===== config.mk =====
export PLATFORM = sky130hd
export DESIGN_NAME = integer_to_ascii_formatter
export DESIGN_NICKNAME = d
export VERILOG_FILES = /design/src/hdl/i2a_pkg.sv /design/src/hdl/i2a_front.sv /design/src/hdl/i2a_queue.sv /design/src/hdl/i2a_back.sv /design/src/hdl/integer_to_ascii_formatter.sv
export SDC_FILE = /design/constraint.sdc
export NUM_CORES = 1
export LEC_CHECK = 0
export ABC_AREA = 1
export BUFFER_PORTS_ARGS = -buffer_cell sky130_fd_sc_hd__buf_4
export CELL_PAD_IN_SITES_DETAIL_PLACEMENT = 0
export CELL_PAD_IN_SITES_GLOBAL_PLACEMENT = 1
export CORE_MARGIN = 10
export CORE_UTILIZATION = 40
export CTS_CLUSTER_SIZE = 30
export DETAILED_ROUTE_END_ITERATION = 8
export HOLD_SLACK_MARGIN = 0.08
export PLACE_DENSITY_LB_ADDON = 0.1
export RECOVER_POWER = 100
export SYNTH_ARGS = -nofsm -noshare
export SYNTH_HDL_FRONTEND = slang
export SYNTH_HIERARCHICAL = 1
export SYNTH_SLANG_ARGS = --single-unit

===== constraint.sdc =====
create_clock -name clk -period 21.3 [get_ports clk]
set_input_delay 2.13 -clock clk [delete_from_list [all_inputs] [get_ports clk]]
set_output_delay 2.13 -clock clk [all_outputs]
set_load 0.01 [all_outputs]

===== src/hdl/i2a_pkg.sv =====
// Shared types and constants of the integer-to-ASCII formatter.
package i2a_pkg;

	localparam int NUM_W        = 64;
	localparam int BCD_DIGITS   = 20;
	localparam int BCD_W        = 4 * BCD_DIGITS;
	localparam int DIGITS       = 24;
	localparam int DIGIT_IW     = $clog2(DIGITS);
	localparam int CNT_W        = 7;
	localparam int DABBLE_STEPS = NUM_W / 2;
	localparam int DABBLE_CW    = $clog2(DABBLE_STEPS);
	localparam int QUEUE_DEPTH  = 2;
	localparam int QPTR_W       = $clog2(QUEUE_DEPTH);

	localparam int S_TDATA_W = 80;
	localparam int S_TUSER_W = 4;
	localparam int M_TDATA_W = 8;

	localparam logic [1:0] RADIX_OCT = 2'd0;
	localparam logic [1:0] RADIX_DEC = 2'd1;

	localparam logic [7:0] CH_SPACE   = 8'h20;
	localparam logic [7:0] CH_PLUS    = 8'h2B;
	localparam logic [7:0] CH_MINUS   = 8'h2D;
	localparam logic [7:0] CH_ZERO    = 8'h30;
	localparam logic [7:0] CH_UPPER_A = 8'h41;
	localparam logic [7:0] CH_LOWER_A = 8'h61;
	localparam logic [7:0] CH_UPPER_X = 8'h58;
	localparam logic [7:0] CH_LOWER_X = 8'h78;

	typedef enum logic [1:0] {
		F_IDLE,
		F_DABBLE,
		F_EXTRACT,
		F_PUSH
	} front_state_t;

	// One formatted number: digit values least significant first, and the
	// character positions where each region of the text ends.
	typedef struct packed {
		logic [DIGITS-1:0][3:0] digits;
		logic                   upper;
		logic [7:0]             pre0;
		logic [7:0]             pre1;
		logic [CNT_W-1:0]       b1;
		logic [CNT_W-1:0]       b2;
		logic [CNT_W-1:0]       b3;
		logic [CNT_W-1:0]       b4;
		logic [CNT_W-1:0]       total;
	} job_t;

	typedef struct packed {
		logic push;
	} qctl_t;

endpackage


===== src/hdl/i2a_front.sv =====
// Front end: accepts a number, converts it to digits and lays out the text regions.
module i2a_front #(
	parameter int MAX_WIDTH = 64
) (
	input  logic                            clk,
	input  logic                            arst_n,
	input  logic                            s_tvalid,
	output logic                            s_tready,
	input  logic [i2a_pkg::S_TDATA_W-1:0]   s_tdata,
	input  logic [i2a_pkg::S_TUSER_W-1:0]   s_tuser,
	output i2a_pkg::qctl_t                  qctl,
	input  logic                            q_full,
	output i2a_pkg::job_t                   q_job
);
	import i2a_pkg::*;

	localparam logic [CNT_W-1:0] WIDTH_MAX = CNT_W'(MAX_WIDTH);
	localparam logic [DABBLE_CW-1:0] DABBLE_LAST = DABBLE_CW'(DABBLE_STEPS - 1);

	front_state_t state_q, state_d;

	logic [NUM_W-1:0]            in_number;
	logic [1:0]                  in_radix;
	logic                        in_upper, in_signed, in_left, in_plus, in_space, in_alt, in_zero;
	logic [CNT_W-1:0]            in_width;
	logic                        in_neg;
	logic [NUM_W-1:0]            in_mag;
	logic [7:0]                  in_pre0, in_pre1;
	logic [1:0]                  in_np;
	logic                        accept;

	logic [NUM_W-1:0]            bin_q;
	logic [BCD_W-1:0]            bcd_q;
	logic [DABBLE_CW-1:0]        cnt_q;
	logic [DIGIT_IW-1:0]         nd_q;
	logic [DIGITS-1:0][3:0]      digits_q;
	logic [7:0]                  pre0_q, pre1_q;
	logic [1:0]                  np_q;
	logic                        left_q, zero_q, upper_q, octal_q;
	logic [CNT_W-1:0]            width_q;

	logic [BCD_W-1:0]            dab_bcd;
	logic [NUM_W-1:0]            dab_bin;
	logic [3:0]                  ext_digit;
	logic [BCD_W-1:0]            ext_shift;
	logic [CNT_W-1:0]            body, pad;

	// tdata: number, left_align, force_plus, space_sign, alt_prefix, zero_fill, field_width.
	assign in_number = s_tdata[63:0];
	assign in_left   = s_tdata[64];
	assign in_plus   = s_tdata[65];
	assign in_space  = s_tdata[66];
	assign in_alt    = s_tdata[67];
	assign in_zero   = s_tdata[68];
	assign in_width  = (s_tdata[75:69] > WIDTH_MAX) ? WIDTH_MAX : s_tdata[75:69];
	// tuser: radix_select, upper_case, signed_mode.
	assign in_radix  = s_tuser[1:0];
	assign in_upper  = s_tuser[2];
	assign in_signed = s_tuser[3];

	assign in_neg = in_signed & in_number[NUM_W-1];
	assign in_mag = in_neg ? (NUM_W'(0) - in_number) : in_number;
	assign accept = s_tvalid & s_tready;

	always_comb begin
		in_pre0 = CH_SPACE;
		in_pre1 = CH_SPACE;
		in_np   = 2'd0;
		if (in_neg) begin
			in_pre0 = CH_MINUS;
			in_np   = 2'd1;
		end else if (in_plus) begin
			in_pre0 = CH_PLUS;
			in_np   = 2'd1;
		end else if (in_space) begin
			in_pre0 = CH_SPACE;
			in_np   = 2'd1;
		end else if (in_alt && (in_number != '0)) begin
			if (in_radix == RADIX_OCT) begin
				in_pre0 = CH_ZERO;
				in_np   = 2'd1;
			end else if (in_radix != RADIX_DEC) begin
				in_pre0 = CH_ZERO;
				in_pre1 = in_upper ? CH_UPPER_X : CH_LOWER_X;
				in_np   = 2'd2;
			end
		end
	end

	// Two steps of shift-and-add-3 binary to BCD conversion per cycle.
	always_comb begin
		dab_bcd = bcd_q;
		dab_bin = bin_q;
		for (int s = 0; s < 2; s++) begin
			for (int d = 0; d < BCD_DIGITS; d++) begin
				if (dab_bcd[4*d +: 4] >= 4'd5)
					dab_bcd[4*d +: 4] = dab_bcd[4*d +: 4] + 4'd3;
			end
			dab_bcd = {dab_bcd[BCD_W-2:0], dab_bin[NUM_W-1]};
			dab_bin = {dab_bin[NUM_W-2:0], 1'b0};
		end
	end

	assign ext_digit = octal_q ? {1'b0, bcd_q[2:0]} : bcd_q[3:0];
	assign ext_shift = octal_q ? (bcd_q >> 3) : (bcd_q >> 4);

	always_comb begin
		body  = CNT_W'(np_q) + CNT_W'(nd_q);
		pad   = (width_q > body) ? (width_q - body) : '0;
		q_job.digits = digits_q;
		q_job.upper  = upper_q;
		q_job.pre0   = pre0_q;
		q_job.pre1   = pre1_q;
		q_job.b1     = (!left_q && !zero_q) ? pad : '0;
		q_job.b2     = q_job.b1 + CNT_W'(np_q);
		q_job.b3     = q_job.b2 + ((!left_q && zero_q) ? pad : '0);
		q_job.b4     = q_job.b3 + CNT_W'(nd_q);
		q_job.total  = q_job.b4 + (left_q ? pad : '0);
	end

	always_ff @(posedge clk or negedge arst_n) begin
		if (!arst_n) begin
			state_q <= F_IDLE;
		end else begin
			state_q <= state_d;
		end
	end

	always_comb begin
		state_d   = state_q;
		s_tready  = 1'b0;
		qctl.push = 1'b0;
		case (state_q)
			F_IDLE: begin
				s_tready = 1'b1;
				if (s_tvalid)
					state_d = (in_radix == RADIX_DEC) ? F_DABBLE : F_EXTRACT;
			end
			F_DABBLE: begin
				if (cnt_q == DABBLE_LAST)
					state_d = F_EXTRACT;
			end
			F_EXTRACT: begin
				if (ext_shift == '0)
					state_d = F_PUSH;
			end
			F_PUSH: begin
				if (!q_full) begin
					qctl.push = 1'b1;
					state_d   = F_IDLE;
				end
			end
			default: begin
				state_d = F_IDLE;
			end
		endcase
	end

	always_ff @(posedge clk) begin
		if (accept) begin
			bin_q   <= in_mag;
			bcd_q   <= (in_radix == RADIX_DEC) ? '0 : BCD_W'(in_mag);
			cnt_q   <= '0;
			nd_q    <= '0;
			pre0_q  <= in_pre0;
			pre1_q  <= in_pre1;
			np_q    <= in_np;
			left_q  <= in_left;
			zero_q  <= in_zero;
			upper_q <= in_upper;
			octal_q <= (in_radix == RADIX_OCT);
			width_q <= in_width;
		end else if (state_q == F_DABBLE) begin
			bcd_q <= dab_bcd;
			bin_q <= dab_bin;
			cnt_q <= cnt_q + 1'b1;
		end else if (state_q == F_EXTRACT) begin
			digits_q[nd_q] <= ext_digit;
			nd_q           <= nd_q + 1'b1;
			bcd_q          <= ext_shift;
		end
	end

`ifndef SYNTHESIS
	a_digits_fit: assert property (@(posedge clk) disable iff (!arst_n)
		(state_q == F_PUSH) |-> ((nd_q != '0) && (nd_q < DIGIT_IW'(DIGITS))))
		else $error("digit count out of range at hand-off");
`endif

endmodule


===== src/hdl/i2a_queue.sv =====
// Two-entry queue of formatted numbers between the front and back ends.
module i2a_queue (
	input  logic           clk,
	input  logic           arst_n,
	input  i2a_pkg::qctl_t qctl,
	input  i2a_pkg::job_t  job_in,
	input  logic           pop,
	output i2a_pkg::job_t  job_out,
	output logic           full,
	output logic           empty
);
	import i2a_pkg::*;

	job_t              mem_q [QUEUE_DEPTH];
	logic [QPTR_W-1:0] wr_ptr_q, rd_ptr_q;
	logic [QPTR_W:0]   count_q;

	assign full    = (count_q == (QPTR_W + 1)'(QUEUE_DEPTH));
	assign empty   = (count_q == '0);
	assign job_out = mem_q[rd_ptr_q];

	always_ff @(posedge clk or negedge arst_n) begin
		if (!arst_n) begin
			wr_ptr_q <= '0;
			rd_ptr_q <= '0;
			count_q  <= '0;
		end else begin
			if (qctl.push)
				wr_ptr_q <= wr_ptr_q + 1'b1;
			if (pop)
				rd_ptr_q <= rd_ptr_q + 1'b1;
			if (qctl.push && !pop)
				count_q <= count_q + 1'b1;
			else if (pop && !qctl.push)
				count_q <= count_q - 1'b1;
		end
	end

	always_ff @(posedge clk) begin
		if (qctl.push)
			mem_q[wr_ptr_q] <= job_in;
	end

`ifndef SYNTHESIS
	a_no_overflow: assert property (@(posedge clk) disable iff (!arst_n)
		qctl.push |-> !full)
		else $error("push into a full queue");
	a_no_underflow: assert property (@(posedge clk) disable iff (!arst_n)
		pop |-> !empty)
		else $error("pop from an empty queue");
`endif

endmodule


===== src/hdl/i2a_back.sv =====
// Back end: walks the text of the queued number and sends one character per transfer.
module i2a_back (
	input  logic                          clk,
	input  logic                          arst_n,
	input  i2a_pkg::job_t                 head,
	input  logic                          head_valid,
	output logic                          pop,
	output logic                          m_tvalid,
	input  logic                          m_tready,
	output logic [i2a_pkg::M_TDATA_W-1:0] m_tdata, // char_out
	output logic                          m_tlast  // last_char
);
	import i2a_pkg::*;

	logic [CNT_W-1:0] k_q;
	logic [CNT_W-1:0] didx;
	logic [7:0]       ch;
	logic             last;
	logic             advance;
	logic             out_valid_q;
	logic [7:0]       out_data_q;
	logic             out_last_q;

	function automatic logic [7:0] digit_char(input logic [3:0] d, input logic upper);
		logic [7:0] alpha;
		alpha = upper ? CH_UPPER_A : CH_LOWER_A;
		if (d < 4'd10)
			digit_char = CH_ZERO + {4'b0, d};
		else
			digit_char = alpha + {4'b0, d} - 8'd10;
	endfunction

	// Digits are stored least significant first and sent most significant first.
	assign didx = head.b4 - k_q - 1'b1;

	always_comb begin
		if (k_q < head.b1)
			ch = CH_SPACE;
		else if (k_q < head.b2)
			ch = (k_q == head.b1) ? head.pre0 : head.pre1;
		else if (k_q < head.b3)
			ch = CH_ZERO;
		else if (k_q < head.b4)
			ch = digit_char(head.digits[didx[DIGIT_IW-1:0]], head.upper);
		else
			ch = CH_SPACE;
	end

	assign last    = (k_q == head.total - 1'b1);
	assign advance = head_valid && (!out_valid_q || m_tready);
	assign pop     = advance && last;

	assign m_tvalid = out_valid_q;
	assign m_tdata  = out_data_q;
	assign m_tlast  = out_last_q;

	always_ff @(posedge clk or negedge arst_n) begin
		if (!arst_n) begin
			k_q         <= '0;
			out_valid_q <= 1'b0;
		end else begin
			if (advance) begin
				out_valid_q <= 1'b1;
				k_q         <= last ? '0 : (k_q + 1'b1);
			end else if (m_tready) begin
				out_valid_q <= 1'b0;
			end
		end
	end

	always_ff @(posedge clk) begin
		if (advance) begin
			out_data_q <= ch;
			out_last_q <= last;
		end
	end

`ifndef SYNTHESIS
	a_pos_in_text: assert property (@(posedge clk) disable iff (!arst_n)
		head_valid |-> (k_q < head.total))
		else $error("character position beyond the end of the text");
	a_pop_marks_last: assert property (@(posedge clk) disable iff (!arst_n)
		pop |=> (m_tvalid && m_tlast && (k_q == '0)))
		else $error("number retired without its last character");
`endif

endmodule


===== src/hdl/integer_to_ascii_formatter.sv =====
// Top level of the printf-style integer-to-ASCII formatter.
// Usage:
//   The slave channel takes one number per transfer with its radix, case,
//   signedness, flags and field width; the master channel returns the text
//   one ASCII character per transfer, with tlast on the final character.
//   The front end accepts a number only when it is idle. Octal and hex
//   digits are peeled off one per cycle; decimal first runs shift-and-add-3
//   BCD conversion over all 64 bits (two bits a cycle), then peels digits.
//   The front end takes no new number until the last one is in the queue,
//   and a two-entry queue lets it work ahead of the back end.
//   The back end sends one character per cycle while the receiver is ready.
//   When the receiver stalls, the output register holds its character,
//   the queue fills and the front end then waits. Reset empties the queue,
//   clears the output valid flag, the character position and the front
//   end's state; the data registers are not cleared.
module integer_to_ascii_formatter #(
	parameter int MAX_WIDTH = 64
) (
	input  logic                            clk,
	input  logic                            arst_n,
	input  logic                            s_tvalid,
	output logic                            s_tready,
	// number, left_align, force_plus, space_sign, alt_prefix, zero_fill, field_width
	input  logic [i2a_pkg::S_TDATA_W-1:0]   s_tdata,
	// radix_select, upper_case, signed_mode
	input  logic [i2a_pkg::S_TUSER_W-1:0]   s_tuser,
	output logic                            m_tvalid,
	input  logic                            m_tready,
	// char_out
	output logic [i2a_pkg::M_TDATA_W-1:0]   m_tdata,
	// last_char
	output logic                            m_tlast
);
	import i2a_pkg::*;

	qctl_t qctl;
	job_t  job_in, job_head;
	logic  q_full, q_empty, q_pop;

	i2a_front #(
		.MAX_WIDTH (MAX_WIDTH)
	) u_front (
		.clk      (clk),
		.arst_n   (arst_n),
		.s_tvalid (s_tvalid),
		.s_tready (s_tready),
		.s_tdata  (s_tdata),
		.s_tuser  (s_tuser),
		.qctl     (qctl),
		.q_full   (q_full),
		.q_job    (job_in)
	);

	i2a_queue u_queue (
		.clk     (clk),
		.arst_n  (arst_n),
		.qctl    (qctl),
		.job_in  (job_in),
		.pop     (q_pop),
		.job_out (job_head),
		.full    (q_full),
		.empty   (q_empty)
	);

	i2a_back u_back (
		.clk        (clk),
		.arst_n     (arst_n),
		.head       (job_head),
		.head_valid (!q_empty),
		.pop        (q_pop),
		.m_tvalid   (m_tvalid),
		.m_tready   (m_tready),
		.m_tdata    (m_tdata),
		.m_tlast    (m_tlast)
	);

endmodule

# Word level (Yosys, flattened, before mapping)
# Memory sizes are Yosys's and may differ from the RTL's.
# Index checks and enable logic that the tools add are counted.
[word_totals] ram_bits=296 output_inout_bits=11 n_memories=1 in_bits=88 ff_bits=302
[classes] bitwise_logic=6 addsub=60 eq_ne=13 n_lt_le_gt_ge=50 muxes=89 reduce_logical=32
[memory_table] name="u_queue.mem_q" words=2 width=148 rd=1 rd_ports_with_merged_regs=0 write_ports=1 line_no="i2a_queue.sv:14" source="job_t mem_q [QUEUE_DEPTH];"
[ops] op="2-to-1 mux 64 bit" n=4
[ops] op="2-to-1 mux 80 bit" n=3
[ops] op="2-to-1 mux 4 bit" n=43
[ops] op=">= comparator 4 x 3 -> 1 bit (second input constant)" n=40
[ops] op="adder 4 x 2 -> 4 bit (second input constant)" n=38
[ops] op="bitwise mux 96 bit" n=1
[ops] op="zero test 80 bit" n=1
[ops] op="2-to-1 mux 77 bit" n=1
[ops] op="nonzero test 64 bit" n=1
[ops] op="subtractor 1 x 64 -> 64 bit (first input constant)" n=1
[ops] op="2-to-1 mux 8 bit" n=5
[ops] op="2-to-1 mux 7 bit" n=5
[ops] op="< comparator 7 bit" n=4
[ops] op="binary-select mux 4 bit (select 5 bit)" n=1
[ops] op="demux 4 bit (select 5 bit)" n=1
[ops] op="2-to-1 mux 2 bit" n=8
[ops] op="adder 7 bit" n=2
[ops] op="equality test 7 bit" n=2
[ops] op="< comparator 5 x 6 -> 1 bit (second input constant)" n=2
[ops] op="2-to-1 mux 6 bit" n=2
[ops] op="adder 5 x 1 -> 5 bit (second input constant)" n=2
[ops] op="2-to-1 mux 5 bit" n=2
[ops] op="2-to-1 mux 1 bit" n=9
[ops] op="2-to-1 mux 3 bit" n=3
[ops] op="41 further kinds" n=69

# Logic depth before layout (Yosys ltp)
# Gate-level depths: netlist of run 1.
# An unclocked memory read counts as a cell.
[depth] depth_word=11 ltp_mapped=34 mapped_depth_nobuf=33

# Modules after synthesis
# Netlist of run 1, hierarchy kept.
[modules_own_cells] mod="i2a_front" instances=1 area_each_um2=19500.0 seq_area_each_um2=8027.7 cells_per_inst=2449
[modules_own_cells] mod="i2a_queue" instances=1 area_each_um2=11313.4 seq_area_each_um2=8988.6 cells_per_inst=486
[modules_own_cells] mod="i2a_back" instances=1 area_each_um2=3088.0 seq_area_each_um2=470.5 cells_per_inst=489
[modules_own_cells] mod="integer_to_ascii_formatter" instances=1 area_each_um2=3.8 seq_area_each_um2=0.0 cells_per_inst=1

# Worst setup path before layout of run 1
# No wires, ideal clock.
[synth_timing] kind="register to register" start="reg u_front.state_q[0]" end="mem u_queue/mem_q[0][0] (netlist name) (enable)" period_less_slack_ps=7667 required_time_ps=20643 stages_incl_launch_ff=6 t_arrival_ps=7010 slack_ps=13633 path_cell_list="dfrtp_1 -> ha_1 -> inv_1 -> nor2_1 -> inv_1 -> nor2_1"
[synth_via] elab_chain_cells=4
[synth_lines] item="start, declared" line_no="i2a_front.sv:20" source="front_state_t state_q, state_d;"
[synth_lines] item="start signal, assigned" line_no="i2a_front.sv:125" source="state_q <= state_d;"
[synth_lines] item="equality test 2 bit" line_no="i2a_front.sv:133" source="case (state_q)"
[synth_lines] item="2-to-1 mux 1 bit" line_no="i2a_front.sv:133"
[synth_lines] item="net qctl" line_no="integer_to_ascii_formatter.sv:36" source="qctl_t qctl;"
[synth_lines] item="2-to-1 mux 1 bit" line_no="i2a_queue.sv:40" source="if (qctl.push)"
[synth_lines] item="2-to-1 mux 1 bit (not written as such)" line_no="i2a_queue.sv:41" source="mem_q[wr_ptr_q] <= job_in;"
[synth_lines] item="end, declared" line_no="i2a_queue.sv:14"
# The timed path passes the listed nets, and every way through them passes these cells.

==> metrics, run 1 <==
f_max=93.0 MHz; crit path buf inv count=2; CTS H-tree depth=3; CP max-delay cell=clkbuf_1; Starting Density=40.4%; Remaining DRCs=0; Max Cap Violations=22; min Tclk post-route=roughly 11 ns; CP arrival=roughly 11 ns; Reg area=17500 um^2; number of global-route vias before repair=24.1k; unrepaired setup endpoints after global routing=false; clk_skew=0.0423 ns; wire per inst=slightly below 20 um; Worst path depth=14; antenna cell count=0; Netlist Area Pre-Place=around 34000 um^2; global-route wire length before repair=141000 um; number of gates given a new drive strength after cts=0; worst slew pin tran=8.36 ns; share of flip-flops with an asynchronous set or reset=about 2.4%; crit-path most repeated cell=nand2_1; worst hold start=u_front/q_job[108]; hold depth=0; PwrDens=171 nW/um^2; r2r endpoint=u_back/m_tdata[1]; Seq/Total Area, Yosys=51.6%; Detailed Route WL=92200 um; top-count cell post-synth=nand2_1; clock sink count=between 500 and 600; DRT iter0 DRCs=1480; placed wire-length estimate=64800 um; Antenna Nets Post-Route=0; most instantiated cells after synthesis=nand2_1 (655), edfxtp_1 (564), inv_1 (399); worst-case clock buffer depth=3; worst skew pair latency=about 0.63 ns; CTS Root Buffer Type=clkbuf_16; share of the synthesized area in the top cell type=between 40% and 50%; reg2reg path depth=14; vias=24.1k; Final Net Count=between 3k and 4k; Final TNS setup=0 ns; Clk pin slew, worst setup/hold paths=0.06 ns; status=complete, but fails checks; Hold WS=approximately 0.43 ns; Max-slew headroom=-457%; layout cells sized above 1=approximately 11%; synth warn=6; dominant synthesized flop cell=edfxtp_1; endpoints failing hold=0; slowest stage delay, CP=approximately 6 ns; Post-synth EDFFs=564; critical path type=reg -> reg; multi-input logic area=14100 um^2; Die Y=311 um; worst hold endpoint=u_queue/mem_q[1][108]; worst vdd ir=83.7 uV; startpoint type of the worst setup path=flop; GRT Overall Usage=18.5%; Die X=between 300 and 400 um; Final Max Slew Viols=1224; First-pass DRT Iterations=5; Synth cell types=69; post-DR vias/cell=5.14; Reg2Reg Launch Point=u_queue/rd_ptr_q; #FFs+latches synth=588; filler instances=8090; post-layout power=0.00645 W; Core Footprint=83800 um^2; required time worst endpoint=21.77 ns; cts hold-fix bufs=0; Max FO, Critical Path=114; # setup viols final=0; die area=96800 um^2; CTS tree=yes; CP Capture Type=flop; CP top delay family=buffers and inverters; Layout area overhead=11.2%; FF-to-FF setup slack=between 10 and 15 ns; IO buf count=94; CTS Buf Count=71; top cell type by total area after synthesis=edfxtp_1; number of cell rows=106; Synth Instances=3425; Hold WC Path Type=reg -> reg; largest net degree at the start of global routing=between 150 and 200; post-synthesis average cell area=approximately 9.9 um^2; GRT overflow=0; antenna violations before repair=1; post-CTS setup buffers=0; I/O pin total=99; failing checks=max-capacitance violations, max-slew violations; Pleak=between 15 and 20 nW; final worst path period share=50.5%; GPL Wtd Cong=0.877; main area contributors after synthesis=edfxtp_1 (50%), nand2_1 (7.3%), ha_1 (5.7%), mux2_4 (4.5%), inv_1 (4.4%); CP cell instances=clkbuf_1 -> mux2_4 -> nor2_1 -> o211ai_1 -> nand3_1 -> nand2_1 -> nand2_1 -> nand2_1 -> inv_1 -> ha_1 -> nand3b_1 -> nand2_1 -> nand2_1 -> a21oi_1
## worst max-delay path by stage
stage                                   from                  end
final                       u_queue/rd_ptr_q    u_back/m_tdata[1]
after floorplan           u_front/state_q[0]  u_queue/mem_q[0][0]
after detailed placement     u_front/nd_q[0]  u_queue/mem_q[0][6]
after CTS                    u_front/nd_q[0]  u_queue/mem_q[1][6]
after global placement       u_front/nd_q[0]  u_queue/mem_q[0][6]
after global routing        u_queue/rd_ptr_q   u_queue/count_q[1]
## stage by stage
stage | utilization (%) | std cells | setup slack [ns] | instance area (um^2)
3_5_place_dp | 42.4 | 4563 | 14.41 | 35600
5_1_grt | 45.0 | 4693 | 9.79 | 37700
6_report | 45.0 | 4693 | 10.54 | 37700
3_3_place_gp | 42.4 | 4563 | 14.45 | 35600
4_1_cts | 45.3 | 4693 | 14.39 | 38000
2_1_floorplan | - | 3430 | 13.63 | 33900
## cells by family (layout without fill, tap and decap cells)
family | after synthesis | after routing | share of synthesized area (%)
AND/OR/NAND/NOR | 1283 | 1283 | 16.4
flip-flops | 588 | 588 | 51.6
AO/OA/AOI/OAI | 576 | 576 | 9.65
buffers and inverters | 538 | 667 | 6.83
adder cells (fa/ha/maj) | 161 | 161 | 6.10
multiplexers | 156 | 156 | 6.30
XOR/XNOR | 121 | 121 | 3.15
other | 2 | 7 | 0.0222
## routing by layer
metal	track usage (%)	vias to the layer above	wire, um
met4	6.93	0	3100
met1	22.9	11600	39600
met3	2.12	155	3110
li1	-	11900	-
met2	32.6	447	46400
met5	0	-	0
## placed cells by master (no fill, tap or decap), drive strengths merged, types with 5 or more instances in the layout
master    synthesis  routed
ha              154     154
o311ai            5       5
conb              2       7
or2              18      18
bufinv            0       8
o211ai           58      58
nor2            321     321
nand2           670     670
dfrtp            14      14
xnor2            23      23
inv             418     418
o21bai           11      11
dfxtp            10      10
mux2            155     155
nand3b            7       7
clkinvlp          0       9
clkinv            2      34
a31oi             8       8
nand3           157     157
clkbuf           43     120
a21oi           119     119
buf              75      78
edfxtp          564     564
nor4             13      13
xor2             98      98
fa                7       7
o221ai           15      15
a211oi            7       7
o21ai           319     319
nor3             40      40
nand4            50      50
o22ai            12      12
## registers in the layout, indices dropped and copies added (netlist names), 2 cells and up
name / count
u_front/np_q: 2
u_queue/count_q: 2
u_front/q_job: 96
u_queue/mem_q: 296
u_front/pre1_q: 2
u_front/width_q: 7
u_front/state_q: 2
u_back/k_q: 7
u_back/m_tdata: 8
u_front/cnt_q: 5
u_front/bcd_q: 80
u_front/bin_q: 64
u_front/nd_q: 5
u_front/pre0_q: 4
## report_power, final
| group | internal [W] | switching [W] | total (W) |
|---|---|---|---|
| clock | 0.000723 | 0.000501 | 0.00122 |
| sequential | 0.00180 | 0.000175 | 0.00197 |
| combinational | 0.00109 | 0.00215 | 0.00325 |
| total | 0.00362 | 0.00283 | 0.00645 |
## cell type report
type	instances	area share (%)
Inverter	420	4.19
Clock buffer	81	4.84
Clock inverter	49	1.50
Timing Repair Buffer	117	1.99
Multi-Input combinational cell	2304	37.3
Sequential cell	588	46.4
Tap cell	1134	3.76
(Power assumes the default switching activity.)
==> inputs of run 2 (changes only) <==
==> constraint.sdc (replaced) <==
create_clock -name clk -period 9.05 [get_ports clk]
set_input_delay 0.905 -clock clk [delete_from_list [all_inputs] [get_ports clk]]
set_output_delay 0.905 -clock clk [all_outputs]
set_load 0.01 [all_outputs]
==> run 2 against run 1 <==
Effect of this change: the run still ends with max-capacitance violations, max-slew violations left; largest cell class unchanged; clock-buffer cell count grew 1; first-iteration DRC count grew 1.4%; highest routed layer unchanged; die area is the same.
==> metrics, run 2 (same netlist as run 1, synthesis figures left out) <==
Detailed Route WL=about 92000 um; GRT overflow=0; placed wire-length estimate=64900 um; vias=around 24k; Core Footprint=83800 um^2; startpoint type of the worst setup path=flop; Pleak=15.1 nW; endpoints failing hold=0; CP Capture Type=flop; CTS Root Buffer Type=clkbuf_16; CTS tree=yes; Remaining DRCs=0; Hold WS=0.395 ns; slowest stage delay, CP=1.74 ns; unrepaired setup endpoints after global routing=false; Die X=311 um; clk_skew=0.0308 ns; cts hold-fix bufs=0; clock sink count=588; Starting Density=between 40% and 50%; final worst path period share=82.4%; Layout area overhead=10.8%; number of global-route vias before repair=24.3k; Final TNS setup=0 ns; Hold WC Path Type=in -> async; FF-to-FF setup slack=1.60 ns; r2r endpoint=u_front/bcd_q[66]; number of gates given a new drive strength after cts=0; reg2reg path depth=8; wire per inst=19.6 um; required time worst endpoint=9.29 ns; f_max=134 MHz; critical path startpoint=u_front/state_q[1]; PwrDens=a little under 400 nW/um^2; antenna cell count=0; First-pass DRT Iterations=5; failing checks=max-capacitance violations, max-slew violations; number of cell rows=106; antenna violations before repair=1; CTS H-tree depth=3; Most flops, register=u_queue/mem_q; global-route wire length before repair=141000 um; DRT iter0 DRCs=1500; post-DR vias/cell=5.13; Final Net Count=3751; most frequent cells in the layout=nand2_1 (659), edfxtp_1 (564), inv_1 (402); worst-case clock buffer depth=3; # setup viols final=0; worst slew pin tran=between 4 and 5 ns; IO buf count=94; Clk pin slew, worst setup/hold paths=0.06 ns; largest net degree at the start of global routing=around 110; CP top delay family=buffers and inverters; status=complete, but fails checks; CP cell instances=inv_1 -> ha_1 -> nand2_1 -> inv_1 -> nor2_4 -> clkbuf_1 -> nand2_1 -> buf_4; max FFs per register=296; Worst path depth=8; worst skew pair latency=about 0.63 ns; Reg2Reg Launch Point=u_front/state_q[1]; Final Util=44.8%; min Tclk post-route=7.45 ns; commonest non-fill, non-tap cell in the layout=nand2_1; die area=about 97000 um^2; Antenna Nets Post-Route=0; I/O pin total=99; Die Y=311 um; GRT Overall Usage=18.4%; GPL Wtd Cong=0.862; post-CTS setup buffers=0; CTS Buf Count=69; worst vdd ir=247 uV; Final Max Slew Viols=1070; layout cells sized above 1=a little under an eighth; CP max-delay cell=clkbuf_1; Max FO, Critical Path=51; crit path buf inv count=4; Max-slew headroom=-206%; Max Cap Violations=20; CP arrival=approximately 7.7 ns; critical path type=reg -> reg; crit path to=u_front/bcd_q[66]
==> run 2: changes by cell type in the layout (fill, tap and decap cells not counted), sizes merged <==
| cell | before | now |
|---|---|---|
| clkinvlp | 9 | 3 |
| inv | 418 | 423 |
| buf | 78 | 81 |
| bufinv | 8 | 5 |
| clkinv | 34 | 33 |
==> run 2: worst min-delay path by stage <==
stage,cells after the start,slack [ns],end,startpoint
after global placement,0,0.42,u_queue/mem_q[0][60],u_front/q_job[60]
final,1,0.39,u_front/state_q[1],arst_n
after floorplan,0,0.42,u_queue/mem_q[0][100],u_front/q_job[100]
after CTS,1,0.11,u_back/m_tvalid,arst_n
after detailed placement,0,0.43,u_queue/mem_q[1][72],u_front/q_job[72]
after global routing,0,0.44,u_queue/mem_q[1][108],u_front/q_job[108]
==> run 2: where the power goes <==
group	switching (W)	internal, W	total, W	leakage [nW]
Combinational	0.00507	0.00252	0.00759	8.48
Clock	0.00117	0.00157	0.00274	1.09
Sequential	0.000407	0.00421	0.00461	5.50
==> run 2: metrics by stage <==
step / setup slack [ns] / instances / power [W] / cell area (um^2)
after global placement: 2.29 / 4565 / 0.0120 / 35600
after global routing: 0.935 / 4691 / 0.0162 / 37600
after CTS: 2.13 / 4691 / 0.0151 / 37800
final: 1.60 / 4691 / 0.0149 / 37600
after floorplan: 1.38 / 3430 / 0.0101 / 33900
after detailed placement: 2.19 / 4565 / 0.0122 / 35600
==> run 2: metal layers <==
| metal | track usage [%] | vias up | wire, um |
|---|---|---|---|
| met5 | 0 | - | 0 |
| met4 | 6.14 | 0 | 3070 |
| met3 | 2.41 | 128 | 3190 |
| met2 | 33.1 | 452 | 46500 |
| met1 | 22.4 | 11600 | 39300 |
| li1 | - | 11900 | - |
==> run 2: cell type report <==
type / instances / area [um^2]
sequential: 588 / 17500
clock inverter: 44 / 458
fill: 8105 / 46200
timing repair buffer: 119 / 769
tap: 1134 / 1420
clock buffer: 82 / 1780
multi-input combinational: 2304 / 14100
inverter: 420 / 1580
==> run 2: worst reg2reg max path: cells and delay by family (launching register included) <==
| family | cells | cell delay [ns] |
|---|---|---|
| buffers and inverters | 4 | 3.35 |
| and+or+nand+nor | 3 | 2.92 |
| DFF | 1 | 0.42 |
| adders and majority gates | 1 | 0.34 |
==> inputs of run 3 (changes only) <==
==> constraint.sdc (replaced) <==
create_clock -name clk -period 6.15 [get_ports clk]
set_input_delay 0.615 -clock clk [delete_from_list [all_inputs] [get_ports clk]]
set_output_delay 0.615 -clock clk [all_outputs]
set_load 0.01 [all_outputs]
==> run 3 against run 2 <==
Effect of this change: largest power group unchanged; critical path depth up 25; fmax up 27%; final area up 2.5%; largest cell class unchanged; combinational power up 55%; register-to-register slack worse by 1.3 ns; the run still ends with max-capacitance violations, max-slew violations left; clock skew down 0.0074 ns; wire length up 1.1%; utilization up 1.1 points; critical path type unchanged; non-clock buffer count up 59; total power up 53%; setup slack worse by 1.3 ns; worst hold slack worse by 0.20 ns; highest routed layer unchanged.
==> metrics, run 3 (same netlist as run 1, synthesis figures left out) <==
startpoint type of the worst setup path=flop; largest net degree at the start of global routing=roughly 150; worst-case clock buffer depth=3; crit path buf inv count=5; f_max=171 MHz; failing checks=max-capacitance violations, max-slew violations; critical path type=reg -> reg; Layout area overhead=13.6%; worst skew pair latency=0.62 ns; worst vdd ir=311 uV; CTS Root Buffer Type=clkbuf_16; Most flops, register=u_queue/mem_q; GRT Overall Usage=18.8%; antenna cell count=0; clock sink count=588; max FFs per register=296; Pleak=approximately 16 nW; CTS Buf Count=72; commonest non-fill, non-tap cell in the layout=nand2_1; slowest stage delay, CP=0.55 ns; CP max-delay cell=fa_2; worst setup margin=between 0.3 and 0.4 ns; Max FO, Critical Path=4; placed wire-length estimate=between 60000 and 70000 um; # setup viols final=0; Die X=311 um; Final Net Count=roughly 3.8k; Clk pin slew, worst setup/hold paths=0.06 ns; Max-slew headroom=-169%; required time worst endpoint=6.52 ns; clk_skew=0.0235 ns; Sw Pwr=0.00997 W; clock power share=18.8%; Logic pwr share=51.7%; worst slew pin tran=4.03 ns; GPL Wtd Cong=about 0.9; sequential power share=29.5%; endpoints failing hold=0; vias=24.4k; min Tclk post-route=roughly 5.8 ns; DRT iter0 DRCs=approximately 1.5k; placed inst area=35900 um^2; post-DR vias/cell=5.13; Detailed Route WL=93100 um; Antenna Nets Post-Route=0; I/O pin total=99; number of cell rows=roughly 110; post-route cell area=~39000 um^2; crit-path most repeated cell=inv_1; Final Util=46.0%; CP Capture Type=flop; most frequent cells in the layout=nand2_1 (651), edfxtp_1 (564), inv_1 (399); Final Max Slew Viols=675; First-pass DRT Iterations=5; Placed Instances=about 4.6k; Max Cap Violations=15; wire per inst=a little under 20 um; Core Footprint=83800 um^2; dpl ws=-0.142 ns; Starting Density=between 40% and 50%; Die Y=311 um; IO buf count=94; antenna violations before repair=0; Remaining DRCs=0; Hold WC Path Type=in -> reg; GRT overflow=0; status=complete, but fails checks; die area=96800 um^2; CP arrival=approximately 6.2 ns; post-layout power=approximately 0.023 W; number of global-route vias before repair=24.6k; global-route wire length before repair=about 140000 um; Net Sw Frac=43.6%; final cell count without fillers=4756; final worst path period share=95.1%; CP top delay family=adder cells; internal power=0.0129 W; PwrDens=593 nW/um^2; layout cells sized above 1=around 15%; CTS tree=yes; CTS H-tree depth=3
## run 3: metrics by stage
stage	hold slack, ns	setup TNS (ns)
3_5_place_dp	0.429	-0.284
4_1_cts	0.124	0
6_report	0.199	0
5_1_grt	0.155	-0.0619
2_1_floorplan	0.319	0
3_3_place_gp	0.421	-0.0203
## run 3: power by group through the flow
| stage | Clock, W | Combinational, W | Sequential [W] |
|---|---|---|---|
| floorplan | 0 | 0.00818 | 0.00671 |
| global placement | 0 | 0.0114 | 0.00676 |
| detailed placement | 0 | 0.0116 | 0.00679 |
| CTS | 0.00442 | 0.0117 | 0.00672 |
| global route | 0.00458 | 0.0133 | 0.00687 |
| finish | 0.00429 | 0.0118 | 0.00674 |
## run 3: path summary, 6_finish.rpt
path                                         to  slack, ns  cells past startpoint         startpoint
setup / recovery            u_queue/mem_q[1][6]       0.30                     33    u_front/np_q[0]
hold / removal                  u_front/upper_q       0.20                      1         s_tuser[2]
setup reg to reg            u_queue/mem_q[1][6]       0.30                     33    u_front/np_q[0]
hold reg to reg            u_queue/mem_q[0][92]       0.43                      0  u_front/q_job[92]
max in group asynchronous      u_queue/rd_ptr_q       4.81                      2             arst_n
min in group asynchronous      u_queue/wr_ptr_q       0.66                      2             arst_n
## run 3: final cells by class
type | instances | area [um^2]
clock inverter | 44 | 482
clock buffer | 88 | 1900
tap | 1134 | 1420
timing repair buffer | 178 | 1230
fill | 7972 | 45300
inverter | 420 | 1580
multi-input combinational | 2304 | 14400
sequential | 588 | 17500
## run 3: what timing repair did
action                                 in CTS  in global routing
buffers inserted                            1                 10
resized for setup                           6                 41
hold buffers                                1                  0
endpoints found under the hold margin      14                  0
setup endpoints to repair                   4                  8
pin swaps                                   4                 19
## run 3: layer usage
layer / wire (um) / vias up / global-route usage, %
li1: - / 12000 / -
met1: 40000 / 11900 / 23.1
met2: 47300 / 384 / 33.5
met3: 2940 / 135 / 2.44
met4: 2900 / 0 / 5.97
met5: 0 / - / 0
